[src/sv/gaussian_row_filter_rgb_defines.svh]
// assertion macros shared by the filter rtl
`ifndef GAUSSIAN_ROW_FILTER_RGB_DEFINES_SVH
`define GAUSSIAN_ROW_FILTER_RGB_DEFINES_SVH

`ifndef SYNTHESIS

`define GRF_ASSERT_IMPL(lbl, clk, rst_n, ante, cons) \
    lbl: assert property (@(posedge clk) disable iff (!rst_n) (ante) |-> (cons)) \
        else $error("grf assertion failed");

`define GRF_ASSERT_NEXT(lbl, clk, rst_n, ante, cons) \
    lbl: assert property (@(posedge clk) disable iff (!rst_n) (ante) |=> (cons)) \
        else $error("grf assertion failed");

`else

`define GRF_ASSERT_IMPL(lbl, clk, rst_n, ante, cons)

`define GRF_ASSERT_NEXT(lbl, clk, rst_n, ante, cons)

`endif

`endif

[src/sv/grf_pkg.sv]
package grf_pkg;

    localparam int unsigned PIX_W       = 8;
    localparam int unsigned PAIR_W      = PIX_W + 1;
    localparam int unsigned CFG_DATA_W  = 16;
    localparam int unsigned CFG_ADDR_W  = 3;
    localparam int unsigned PROD_W      = CFG_DATA_W + PAIR_W;

    localparam int unsigned DEF_SIDE_TAPS = 4;
    localparam int unsigned DEF_COEF_BITS = 16;

    typedef enum logic [CFG_ADDR_W-1:0] {
        CFG_TAP_CENTER,
        CFG_TAP_ONE,
        CFG_TAP_TWO,
        CFG_TAP_THREE,
        CFG_TAP_FOUR
    } t_cfg_addr;

    localparam int unsigned NUM_COEF = 5;

    localparam logic [CFG_DATA_W-1:0] TAP_CENTER_RST = 16'd17432;
    localparam logic [CFG_DATA_W-1:0] TAP_ONE_RST    = 16'd13958;
    localparam logic [CFG_DATA_W-1:0] TAP_TWO_RST    = 16'd7166;
    localparam logic [CFG_DATA_W-1:0] TAP_THREE_RST  = 16'd2359;
    localparam logic [CFG_DATA_W-1:0] TAP_FOUR_RST   = 16'd498;

    typedef struct packed {
        logic [PIX_W-1:0] r;
        logic [PIX_W-1:0] g;
        logic [PIX_W-1:0] b;
    } t_rgb;

    typedef struct packed {
        logic [PAIR_W-1:0] r;
        logic [PAIR_W-1:0] g;
        logic [PAIR_W-1:0] b;
    } t_pair;

    typedef struct packed {
        logic [PROD_W-1:0] r;
        logic [PROD_W-1:0] g;
        logic [PROD_W-1:0] b;
    } t_prod;

endpackage

[src/sv/grf_tap_mult.sv]
module grf_tap_mult (
    input  logic                              i_clk,
    input  logic                              i_en,
    input  logic [grf_pkg::CFG_DATA_W-1:0]    i_coef,
    input  grf_pkg::t_pair                    i_pair,
    output grf_pkg::t_prod                    o_prod
);

    grf_pkg::t_prod r_prod;

    always_ff @(posedge i_clk) begin
        if (i_en) begin
            r_prod.r <= grf_pkg::PROD_W'(i_coef) * grf_pkg::PROD_W'(i_pair.r);
            r_prod.g <= grf_pkg::PROD_W'(i_coef) * grf_pkg::PROD_W'(i_pair.g);
            r_prod.b <= grf_pkg::PROD_W'(i_coef) * grf_pkg::PROD_W'(i_pair.b);
        end
    end

    assign o_prod = r_prod;

endmodule

[config.mk]
export PLATFORM = sky130hd
export DESIGN_NAME = grf_tap_mult
export DESIGN_NICKNAME = d
export VERILOG_FILES = /design/src/sv/gaussian_row_filter_rgb_defines.svh /design/src/sv/grf_pkg.sv /design/src/sv/grf_tap_mult.sv
export SDC_FILE = /design/constraint.sdc
export NUM_CORES = 1
export LEC_CHECK = 0
export BUFFER_PORTS_ARGS = -buffer_cell sky130_fd_sc_hd__buf_2
export CAP_MARGIN = 20
export CORE_MARGIN = 1
export CORE_UTILIZATION = 46
export CTS_BUF_LIST = sky130_fd_sc_hd__clkbuf_4 sky130_fd_sc_hd__clkbuf_8
export CTS_CLUSTER_DIAMETER = 30
export DETAILED_ROUTE_END_ITERATION = 12
export HOLD_SLACK_MARGIN = 0.05
export SKIP_CTS_REPAIR_TIMING = 1
export SYNTH_ARGS = -nofsm -noshare
export SYNTH_HDL_FRONTEND = slang
export SYNTH_SLANG_ARGS = --single-unit
[constraint.sdc]
create_clock -name i_clk -period 7.8 [get_ports i_clk]
set_input_delay 1.56 -clock i_clk [delete_from_list [all_inputs] [get_ports i_clk]]
set_output_delay 1.56 -clock i_clk [all_outputs]
set_load 0.005 [all_outputs]
==> run metrics <==
CTS root buffer=clkbuf_8; run status=complete, no violations; Hold Fails Final Rpt=0; clk slew on worst S/H paths=between 0.1 and 0.15 ns; num ports=120; GP Congestion=between 0.8 and 0.9; multi-input logic area=between 0.01 and 0.015 mm²; Cell Area, Synth=approximately 0.016 mm²; vias in the first global route=12000; Core ar.=around 0.034 mm²; overflow left after global routing=0; Rows=67; Synth top area share=37.8%; Antenna Nets Post-Route=0; Post-Route WL=about 33000 µm; die footprint=roughly 0.035 mm²; Synthesized Nets=between 2000 and 2500; Mean Syn Cell Area=9.41 µm²; Final Critical Period=roughly 6 ns; EDFF count, synth=75; vias per cell=approximately 5.1; YS warnings=0; CTS H-Tree Depth=3; DP Worst Slack=between 1 and 1.5 ns; DRT Pass-1 Iters=5; die width=187 µm; maximum vdd drop=between 200 and 250 µV; Setup Crit Path Kind=input port to register; Layout area overhead=6.96%; drc violations=0; WP data arrival=~6.3 ns; type of the most critical hold path=input port to register; MaxCap Viol Count=0; PwrDens=a little over 300 mW/mm²; Primary FF master, synth=edfxtp_1; CP startpoint kind=input port; Largest register FFs=75; CP endpoint kind=register; count of final setup violators=0; CP Max Fanout=27; Vias=around 11000; Fillers=3222; worst setup margin=~1.7 ns; WL/cell=~15 µm; Critical Path RT=around 8.0 ns; Worst Tran Pin Value=roughly 1.0 ns; Static Leak=8.56 nW; Layout Nets=2217; Seq cells post-synth=75; GRT Overall Usage=between 20 and 25%; pin count of the biggest net entering global routing=between 70 and 80; first-pass GRT wire length=57400 µm; post-DP HPWL=roughly 25000 µm; slew margin rel.=between 30% and 40%; PortBufs=119; Clock Tree Buf Depth=2; setup TNS=0 ns; layout cells sized above 1=8.54%; Unique masters post-synth=49; DRT iter0 DRCs=~510; RSZ-0062 raised after global routing=no; Synth area leaders=fa_1, edfxtp_1, ha_1; Num CTS Buffers=9; Die Y=about 190 µm; cells after synthesis=approximately 1700; Fmax achieved=about 160 MHz; Starting Density=between 40% and 50%; Final Max Tran Viols=0; initial antenna violation count=2; FF/Latch Area=about 0.0023 mm²; clock sink total=75; Overall Power=between 0.005 and 0.006 W; Tcrit/Tclk final=about four fifths; CTS tree=built; Seq/Total Area, Yosys=roughly 14%; largest area contributor in the netlist=fa_1; share of flip-flops with an asynchronous set or reset=0%
-- where the power goes --
group / internal (W) / switching [W]
combinational: 0.00174 / 0.00228
clock: 0.000117 / 0.000192
sequential: 0.000836 / 0.0000394
-- synthesized netlist by cell type (2+ instances only) --
cell,count
a2111oi_4,2
a211oi_1,4
a21boi_1,2
a21o_1,17
a21oi_1,56
a31oi_1,2
a31oi_4,2
and2_1,247
and3_1,3
clkbuf_1,62
edfxtp_1,75
fa_1,297
ha_1,135
inv_1,369
nand2_1,215
nand2b_1,8
nand3_1,11
nand4_1,3
nor2_1,23
nor2b_1,7
nor3_1,7
o211ai_1,4
o21a_1,7
o21ai_0,18
o21ai_1,9
o21ai_2,3
o21bai_1,7
o311ai_1,2
o31a_1,5
or3_1,3
xnor2_1,38
xor2_1,13
-- cells by family (layout without fill, tap and decap cells) --
| logic type | after synthesis | in the layout | share of synthesized area, % |
|---|---|---|---|
| buffers and inverters | 432 | 504 | 10.3 |
| AND/OR/NAND/NOR | 530 | 530 | 17.2 |
| XOR/XNOR | 51 | 51 | 2.84 |
| AO/OA/AOI/OAI | 153 | 153 | 6.85 |
| other | 0 | 2 | 0 |
| adder cells (fa/ha/maj) | 432 | 432 | 48.5 |
| flip-flops | 75 | 75 | 14.3 |
-- through the flow --
stage	cells	utilization [%]	area (µm²)	hold slack, ns
after floorplan	1673	-	15700	1.67
after global placement	2177	49.5	16700	1.95
after detailed placement	2177	49.5	16700	1.95
after CTS	2193	50.1	16800	1.71
after global routing	2195	50.1	16800	1.74
final	2195	50.1	16800	1.72
-- critical path, stage by stage --
cell       delay [ns]
buf_2            0.43
nand2_1          0.15
fa_1             0.56
inv_1            0.05
fa_1             0.48
fa_1             0.54
inv_1            0.05
fa_1             0.47
inv_1            0.04
ha_1             0.39
a2111oi_4        0.41
o21ai_2          0.14
a221oi_4         0.33
o21ai_2          0.17
a31oi_4          0.23
nor2_1           0.06
o31a_1           0.22
-- layout by cell type (no fill, tap or decap), types with 8 or more instances in the layout --
cell type	netlist	routed
nand3_1	11	11
a21oi_1	56	56
fa_1	297	297
buf_2	0	118
o21ai_0	18	18
xnor2_1	38	38
a21o_1	17	17
ha_1	135	135
nand2_1	215	215
edfxtp_1	75	75
xor2_1	13	13
nor2_1	23	23
inv_1	369	369
and2_1	247	247
clkbuf_8	0	9
o21ai_1	9	9
nand2b_1	8	8
-- worst paths after layout --
path / start / endpoint / cells after the start
max: i_coef[10] / o_prod[71] / 17
min: i_pair[18] / o_prod[50] / 2
-- layer usage --
layer | vias to the layer above | wire length [µm] | track usage (%)
met5 | - | 0 | 0
met4 | 0 | 363 | 4.82
met3 | 26 | 1230 | 2.38
met2 | 210 | 16100 | 34.8
met1 | 5811 | 14900 | 27.4
li1 | 5196 | - | -
-- area by class of cell --
type                       count  share of cell area (%)
tap                          448                    3.33
antenna                        2                  0.0297
timing repair buffer         119                    3.55
multi-input combinational   1166                    70.4
sequential                    75                    13.4
clock buffer                   9                   0.736
inverter                     369                    8.23
clock inverter                 7                   0.312
Power figures use the tool's default switching activity.
