$ cat config.mk
export PLATFORM = sky130hd
export DESIGN_NAME = grf_hist_cell
export DESIGN_NICKNAME = d
export VERILOG_FILES = /design/src/sv/gaussian_row_filter_rgb_defines.svh /design/src/sv/grf_pkg.sv /design/src/sv/grf_hist_cell.sv
export SDC_FILE = /design/constraint.sdc
export NUM_CORES = 1
export LEC_CHECK = 0
export BUFFER_PORTS_ARGS = -buffer_cell sky130_fd_sc_hd__buf_2
export CAP_MARGIN = 20
export CORE_UTILIZATION = 41
export CTS_CLUSTER_DIAMETER = 200
export DETAILED_ROUTE_END_ITERATION = 8
export PLACE_DENSITY = 0.83
export SYNTH_ARGS = -nofsm -noshare
export SYNTH_HDL_FRONTEND = slang
export SYNTH_SLANG_ARGS = --single-unit
$ cat constraint.sdc
create_clock -name i_clk -period 1.96 [get_ports i_clk]
set_clock_uncertainty 0.05 [all_clocks]
set_input_delay 0.49 -clock i_clk [delete_from_list [all_inputs] [get_ports i_clk]]
set_output_delay 0.49 -clock i_clk [all_outputs]
set_load 0.02 [all_outputs]
$ cat src/sv/gaussian_row_filter_rgb_defines.svh
// assertion macros shared by the filter rtl
`ifndef GAUSSIAN_ROW_FILTER_RGB_DEFINES_SVH
`define GAUSSIAN_ROW_FILTER_RGB_DEFINES_SVH

`ifndef SYNTHESIS

`define GRF_ASSERT_IMPL(lbl, clk, rst_n, ante, cons) \
    lbl: assert property (@(posedge clk) disable iff (!rst_n) (ante) |-> (cons)) \
        else $error("grf assertion failed");

`define GRF_ASSERT_NEXT(lbl, clk, rst_n, ante, cons) \
    lbl: assert property (@(posedge clk) disable iff (!rst_n) (ante) |=> (cons)) \
        else $error("grf assertion failed");

`else

`define GRF_ASSERT_IMPL(lbl, clk, rst_n, ante, cons)

`define GRF_ASSERT_NEXT(lbl, clk, rst_n, ante, cons)

`endif

`endif

$ cat src/sv/grf_pkg.sv
package grf_pkg;

    localparam int unsigned PIX_W       = 8;
    localparam int unsigned PAIR_W      = PIX_W + 1;
    localparam int unsigned CFG_DATA_W  = 16;
    localparam int unsigned CFG_ADDR_W  = 3;
    localparam int unsigned PROD_W      = CFG_DATA_W + PAIR_W;

    localparam int unsigned DEF_SIDE_TAPS = 4;
    localparam int unsigned DEF_COEF_BITS = 16;

    typedef enum logic [CFG_ADDR_W-1:0] {
        CFG_TAP_CENTER,
        CFG_TAP_ONE,
        CFG_TAP_TWO,
        CFG_TAP_THREE,
        CFG_TAP_FOUR
    } t_cfg_addr;

    localparam int unsigned NUM_COEF = 5;

    localparam logic [CFG_DATA_W-1:0] TAP_CENTER_RST = 16'd17432;
    localparam logic [CFG_DATA_W-1:0] TAP_ONE_RST    = 16'd13958;
    localparam logic [CFG_DATA_W-1:0] TAP_TWO_RST    = 16'd7166;
    localparam logic [CFG_DATA_W-1:0] TAP_THREE_RST  = 16'd2359;
    localparam logic [CFG_DATA_W-1:0] TAP_FOUR_RST   = 16'd498;

    typedef struct packed {
        logic [PIX_W-1:0] r;
        logic [PIX_W-1:0] g;
        logic [PIX_W-1:0] b;
    } t_rgb;

    typedef struct packed {
        logic [PAIR_W-1:0] r;
        logic [PAIR_W-1:0] g;
        logic [PAIR_W-1:0] b;
    } t_pair;

    typedef struct packed {
        logic [PROD_W-1:0] r;
        logic [PROD_W-1:0] g;
        logic [PROD_W-1:0] b;
    } t_prod;

endpackage

$ cat src/sv/grf_hist_cell.sv
module grf_hist_cell (
    input  logic          i_clk,
    input  logic          i_shift,
    input  logic          i_load,
    input  grf_pkg::t_rgb i_prev,
    input  grf_pkg::t_rgb i_bcast,
    output grf_pkg::t_rgb o_q
);

    grf_pkg::t_rgb r_q;

    // row start fills every cell with the first pixel
    always_ff @(posedge i_clk) begin
        if (i_load) begin
            r_q <= i_bcast;
        end else if (i_shift) begin
            r_q <= i_prev;
        end
    end

    assign o_q = r_q;

endmodule

==> results by group, run 1 <==
Floorplan
  – Die area: 2944 sq um
  – Row count: 18
  – Starting Density: 44.39%
  – Core Box Area: 2522 sq um
  – Die width: 54.26 microns
  – I/O pin total: 75
  – Die Ht: 54.26 microns

Synthesis
  – Synthesized area per cell: 21.54 sq um
  – Post-synth top area share: 64.36%
  – Synth Instances: 52
  – Synth area leaders: edfxtp_1 64%, mux2_4 25%, mux2_2 5.0%
  – Primary FF master, synth: edfxtp_1
  – Library cells used by synthesis: 6
  – Post-synth top area cell: edfxtp_1
  – Synth Area in Adders: 0%
  – Mux cell area share after synthesis: 30.50%
  – Post-synth ARST share: 0%
  – Synth Net Count: 103
  – Yosys reg bits: 24
  – Sequential share of the synthesized area: 64.36%
  – Post-synth EDFFs: 24
  – Synthesized cell area: 1120 sq um
  – Largest family of logic cells by synthesized area: multiplexers
  – Most frequent cells after synthesis: 24 x edfxtp_1, 19 x mux2_4, 5 x mux2_2
  – Xor/xnor share of the synthesized area: 0%
  – Simple-gate share of the synthesized area: 0.5587%
  – Total number of yosys warnings: 0
  – Synth Area in Compound Gates: 0%
  – Top-count cell post-synth: edfxtp_1

Clock network
  – H-tree levels: 1
  – CTS sink cnt: 24
  – Clock tree from TritonCTS: built
  – Post-CTS Hold Fix Bufs: 0
  – Post-CTS Setup Inserts: 0
  – Post-CTS Resized: 0
  – Clk pin slew, worst setup/hold paths: 0.13 ns
  – CTS buffer count: 3
  – Clock buffer depth: 2
  – CTS root buffer: clkbuf_4

GRT
  – Met3 usage: 2.500%
  – Met1 Usage GRT: 16.13%
  – Gr ovfl total: 0
  – Tot GR Track Use: 16.73%
  – Vias in the first global route: 813
  – Initial antenna violation count: 0
  – Met2 usage: 31.91%
  – GRT busiest layer: met2
  – First-pass GRT wire length: 3291 microns
  – Largest net degree at the start of global routing: 16

Timing
  – Tightest Pin Transition: 0.2062 ns
  – Final hold vios: 0
  – Fmax: 704.2 MHz
  – Final setup viols: 0
  – Shortest period the worst path allows: 1.420 ns
  – Worst rel slew slack: 86.25%
  – Fin crit share: 72.45%
  – RSZ-0062 raised after global routing: false
  – Max-slew violation count: 0
  – Setup TNS: 0 ns

Drt
  – Routed vias: 755
  – Number of remaining DRC errors: 0
  – Routed vias/inst: 4.689
  – Final Routed Wirelength: 2141 microns
  – Initial DRC Count: 3
  – Post-route ant nets: 0
  – WL per Instance: 13.30 microns
  – DRT Pass-1 Iters: 3

Setup path
  – Setup crit end kind: output port
  – CP Launch Type: flop
  – Crit path buf inv count: 1
  – CP Cell Sequence: buf_2
  – Worst endpoint required time: 1.42 ns
  – Slowest stage delay, CP: 0.40 ns
  – Crit path DAT: 0.88 ns
  – CP max FO: 1
  – Crit-path slowest cell: edfxtp_1
  – CP top delay family: flip-flops
  – Crit Path Category: reg -> out

Power and ir drop
  – Peak supply drop: 0.5400 mV
  – PwrDens: 807.4 nW/um^2
  – Power Total: 1269 uW
  – Leak pwr: 0.0007642 uW

Place
  – Routability congestion estimate from global placement: 0.6787
  – IO buf count: 74
  – DP Cell Count: 157

Layout
  – Antenna diode count: 0
  – Post-Layout Cell Count: 161
  – # nets final: 183
  – Max FFs per register: 24
  – Area added between synthesis and finish: 40.34%
  – Layout cell share with drive strength beyond 1: 80.92%

Hold path
  – HP Start: i_bcast[16]
  – Hold Path Class: in -> reg
  – Hold Crit Endpoint: o_q[16]
  – Hold depth: 2

Job
  – Max cap viols: 0

Status
  – Outcome: finished, final reports clean
-- power by group --
group / total [uW] / internal [uW] / switching, uW
sequential: 640 / 629 / 11.8
clock: 359 / 207 / 153
combinational: 269 / 132 / 137
total: 1270 / 967 / 302
-- per-stage QoR --
stage                     area [sq um]  utilization [%]  hold slack, ns  setup WS [ns]
after detailed placement          1519            60.22          0.7433         0.3869
after floorplan                   1120                -          0.6575         0.1929
after global routing              1572            62.30          0.3949         0.4979
after global placement            1519            60.22          0.7391         0.4223
after CTS                         1572            62.30          0.4041         0.5203
final                             1572            62.30          0.4114         0.5400
-- layout by cell type, fill, tap and decap left out, drive strengths merged --
cell type | Yosys | layout
buf | 3 | 78
edfxtp | 24 | 24
mux2 | 24 | 24
clkbuf | 0 | 3
or2 | 1 | 1
bufinv | 0 | 1
-- worst max path at each step --
stage | from | end | slack (ns) | cells after the start
final | o_q[14] | o_q[14] | 0.54 | 1
after global routing | o_q[14] | o_q[14] | 0.50 | 1
after CTS | o_q[14] | o_q[14] | 0.52 | 1
after detailed placement | i_load | o_q[13] | 0.39 | 3
after global placement | i_load | o_q[18] | 0.42 | 3
after floorplan | i_load | o_q[0] | 0.19 | 3
-- routing by layer --
layer,share of wire (%),routed length [microns],vias up
li1,-,-,361
met1,35,746,343
met4,2.6,56,0
met3,7.0,150,6
met2,55,1187,45
met5,0,0,-
-- logic make-up (layout without fill, tap and decap cells) --
family	after synthesis	after routing
flops	24	24
mux	24	24
simple gates	1	1
buf+inv	3	82
-- area by class of cell --
cell class	count	area, sq um
fillers	221	950.9
clock inverters	1	30.03
well taps	30	37.54
flip-flops and latches	24	720.7
repair buffers	78	412.9
multi-input cells	25	347.8
clock buffers	3	22.52
No activity file was read; power rests on OpenSTA's default activity.
==> inputs of run 2 (changes only) <==
--- a/config.mk
+++ b/config.mk
@@ -5,12 +5,13 @@
 export SDC_FILE = /design/constraint.sdc
 export NUM_CORES = 1
 export LEC_CHECK = 0
+export ABC_AREA = 1
 export BUFFER_PORTS_ARGS = -buffer_cell sky130_fd_sc_hd__buf_2
 export CAP_MARGIN = 20
-export CORE_UTILIZATION = 41
+export CORE_UTILIZATION = 36
 export CTS_CLUSTER_DIAMETER = 200
 export DETAILED_ROUTE_END_ITERATION = 8
-export PLACE_DENSITY = 0.83
+export PLACE_DENSITY = 0.78
 export SYNTH_ARGS = -nofsm -noshare
 export SYNTH_HDL_FRONTEND = slang
 export SYNTH_SLANG_ARGS = --single-unit
==> constraint.sdc (replaced) <==
create_clock -name i_clk -period 1.2 [get_ports i_clk]
set_clock_uncertainty 0.05 [all_clocks]
set_input_delay 0.3 -clock i_clk [delete_from_list [all_inputs] [get_ports i_clk]]
set_output_delay 0.3 -clock i_clk [all_outputs]
set_load 0.02 [all_outputs]
==> run 2 against run 1 <==
The flow now finishes with violations (design-rule violations, negative setup slack); cell area did not move; combinational power rose by 71%; area after synthesis down 3.4%; sequential share of layout area stayed put; first-iteration DRC count increased to 9.7 times the previous value; highest routed layer unchanged; core utilization is 6.3 points lower; critical endpoint is now o_q[10]; count of clock-buffer cells in the layout is the same.
==> results by group, run 2 <==
Setup path
  – Crit path buf inv count: 1
  – CP Launch Type: flop
  – Slowest stage delay, CP: 0.42 ns
  – CP max FO: 1
  – Worst endpoint required time: 0.85 ns
  – Crit-path slowest cell: edfxtp_1
  – CP top delay family: flip-flops
  – Crit Path Category: reg -> out
  – Crit path DAT: 0.88 ns
  – Setup crit end kind: output port
  – CP Cell Sequence: buf_6

Layout
  – Post-Layout Cell Count: 208
  – Commonest non-fill, non-tap cell in the layout: nand2_1
  – Area of the multi-input gates: 296.5 sq um
  – Seq. cell area: 720.7 sq um
  – Layout cell share with drive strength beyond 1: 49.15%
  – Area added between synthesis and finish: 45.20%
  – Max FFs per register: 24
  – Most frequent cells in the layout: 65 x nand2_1, 60 x buf_2, 24 x edfxtp_1, 14 x buf_6, 7 x nand2_2
  – FILL cells: 280
  – # nets final: 229
  – Antenna diode count: 0

GRT
  – First-pass GRT wire length: 3622 microns
  – Tot GR Track Use: 14.66%
  – Largest net degree at the start of global routing: 26
  – Vias in the first global route: 868
  – Gr ovfl total: 0
  – Initial antenna violation count: 0

Floorplan
  – I/O pin total: 75
  – Core Box Area: 2805 sq um
  – Starting Density: 38.58%
  – Die area: 3230 sq um
  – Die width: 56.83 microns
  – Row count: 19
  – Die Ht: 56.83 microns

Timing
  – Setup TNS: -0.1278 ns
  – Final hold vios: 0
  – Worst rel slew slack: 78.42%
  – Max-slew violation count: 0
  – Shortest period the worst path allows: 1.226 ns
  – RSZ-0062 raised after global routing: true
  – Final setup viols: 13
  – Tightest Pin Transition: 0.3237 ns
  – Fin crit share: 102.2%
  – Slack of the critical path: -0.02623 ns
  – Fmax: 815.5 MHz

Synthesis
  – Primary FF master, synth: edfxtp_1
  – Post-synth EDFFs: 24
  – Synth Instances: 103
  – Sequential share of the synthesized area: 66.59%
  – Synth area leaders: edfxtp_1 67%, nand2_1 23%, nand2_2 4.0%
  – Library cells used by synthesis: 8
  – Post-synth top area cell: edfxtp_1
  – Post-synth ARST share: 0%
  – Top-count cell post-synth: nand2_1
  – Synthesized area per cell: 10.51 sq um
  – Most frequent cells after synthesis: 65 x nand2_1, 24 x edfxtp_1, 7 x nand2_2
  – Synth Net Count: 154
  – Total number of yosys warnings: 0
  – Post-synth top area share: 66.59%
  – Synthesized cell area: 1082 sq um
  – Yosys reg bits: 24

Power and ir drop
  – Clock power frac: 18.5%
  – Sequential Power Share: 56.9%
  – PwrDens: 1189 nW/um^2
  – NetSw: 501.9 uW
  – Leak pwr: 0.0008168 uW
  – Internal Power: 1367 uW
  – Peak supply drop: 0.8126 mV
  – Combinational Power Share: 24.6%
  – Switching Fraction: 26.86%

Status
  – Outcome: finished, violations left
  – Failing checks: design-rule violations, negative setup slack

Drt
  – Post-route ant nets: 0
  – WL per Instance: 10.49 microns
  – Routed vias: 919
  – Final Routed Wirelength: 2182 microns
  – Initial DRC Count: 29
  – DRT Pass-1 Iters: 6
  – Number of remaining DRC errors: 6
  – Routed vias/inst: 4.418

Place
  – IO buf count: 74
  – Dpl hpwl: 1595 microns
  – DP Cell Count: 204
  – Post-Place Worst Slack: 0.05310 ns
  – Routability congestion estimate from global placement: 0.7203

Clock network
  – H-tree levels: 1
  – Clk pin slew, worst setup/hold paths: 0.12 ns
  – Post-CTS Setup Inserts: 0
  – CTS sink cnt: 24
  – CTS root buffer: clkbuf_4
  – Post-CTS Hold Fix Bufs: 0
  – CTS buffer count: 3
  – Clock buffer depth: 2
  – Clock tree from TritonCTS: built

Hold path
  – Hold Path Class: in -> reg

Job
  – Max cap viols: 0
## run 2: cell types whose count changed after synthesis, moves of 2 or more
cell     before  now
buf_12        2    0
buf_6         1    3
mux2_2        5    0
mux2_4       19    0
nand2_1       0   65
nand2_2       0    7
## run 2: per-layer routing
layer	wire, microns	global-route usage, %
met5	0	0
met4	31	4.181
met3	162	5.300
met2	1146	26.87
met1	842	15.73
## run 2: path summary, 6_finish.rpt
kind	depth (start not counted)	slack, ns	start	end
max	1	-0.03	o_q[10]	o_q[10]
min	3	0.19	i_prev[12]	o_q[12]
## run 2: stage by stage
step | hold WS (ns) | area [sq um] | util [%] | total power, uW
final | 0.1949 | 1572 | 56.02 | 1869
after detailed placement | 0.5183 | 1458 | 51.96 | 1475
after global placement | 0.5150 | 1458 | 51.96 | 1469
after floorplan | 0.4228 | 1085 | - | 1305
after CTS | 0.1921 | 1503 | 53.57 | 1827
after global routing | 0.1792 | 1572 | 56.02 | 1963
## run 2: kinds of logic (layout without fill, tap and decap cells)
group | Yosys count | in the layout | share of synthesized area (%)
flip-flops | 24 | 24 | 66.59
buffers and inverters | 6 | 80 | 6.242
AND/OR/NAND/NOR | 73 | 73 | 27.17
## run 2: power by group through the flow
stage	logic [uW]	registers, uW	clock network, uW
after floorplan	111	1190	0
after global placement	401	1070	0
after detailed placement	406	1070	0
after CTS	419	1050	354
after global routing	500	1070	392
final	460	1060	346
## run 2: cell type report
type | count | share of cell area [%]
flip-flops and latches | 24 | 45.86
well taps | 31 | 2.468
clock inverters | 1 | 0.2389
multi-input cells | 73 | 18.87
inverters | 1 | 0.7166
clock buffers | 3 | 1.433
repair buffers | 75 | 30.41
## run 2: repair_timing
action,in CTS,in global routing
hold endpoints to repair,0,0
setup endpoints to repair,19,24
gates resized for setup,6,22
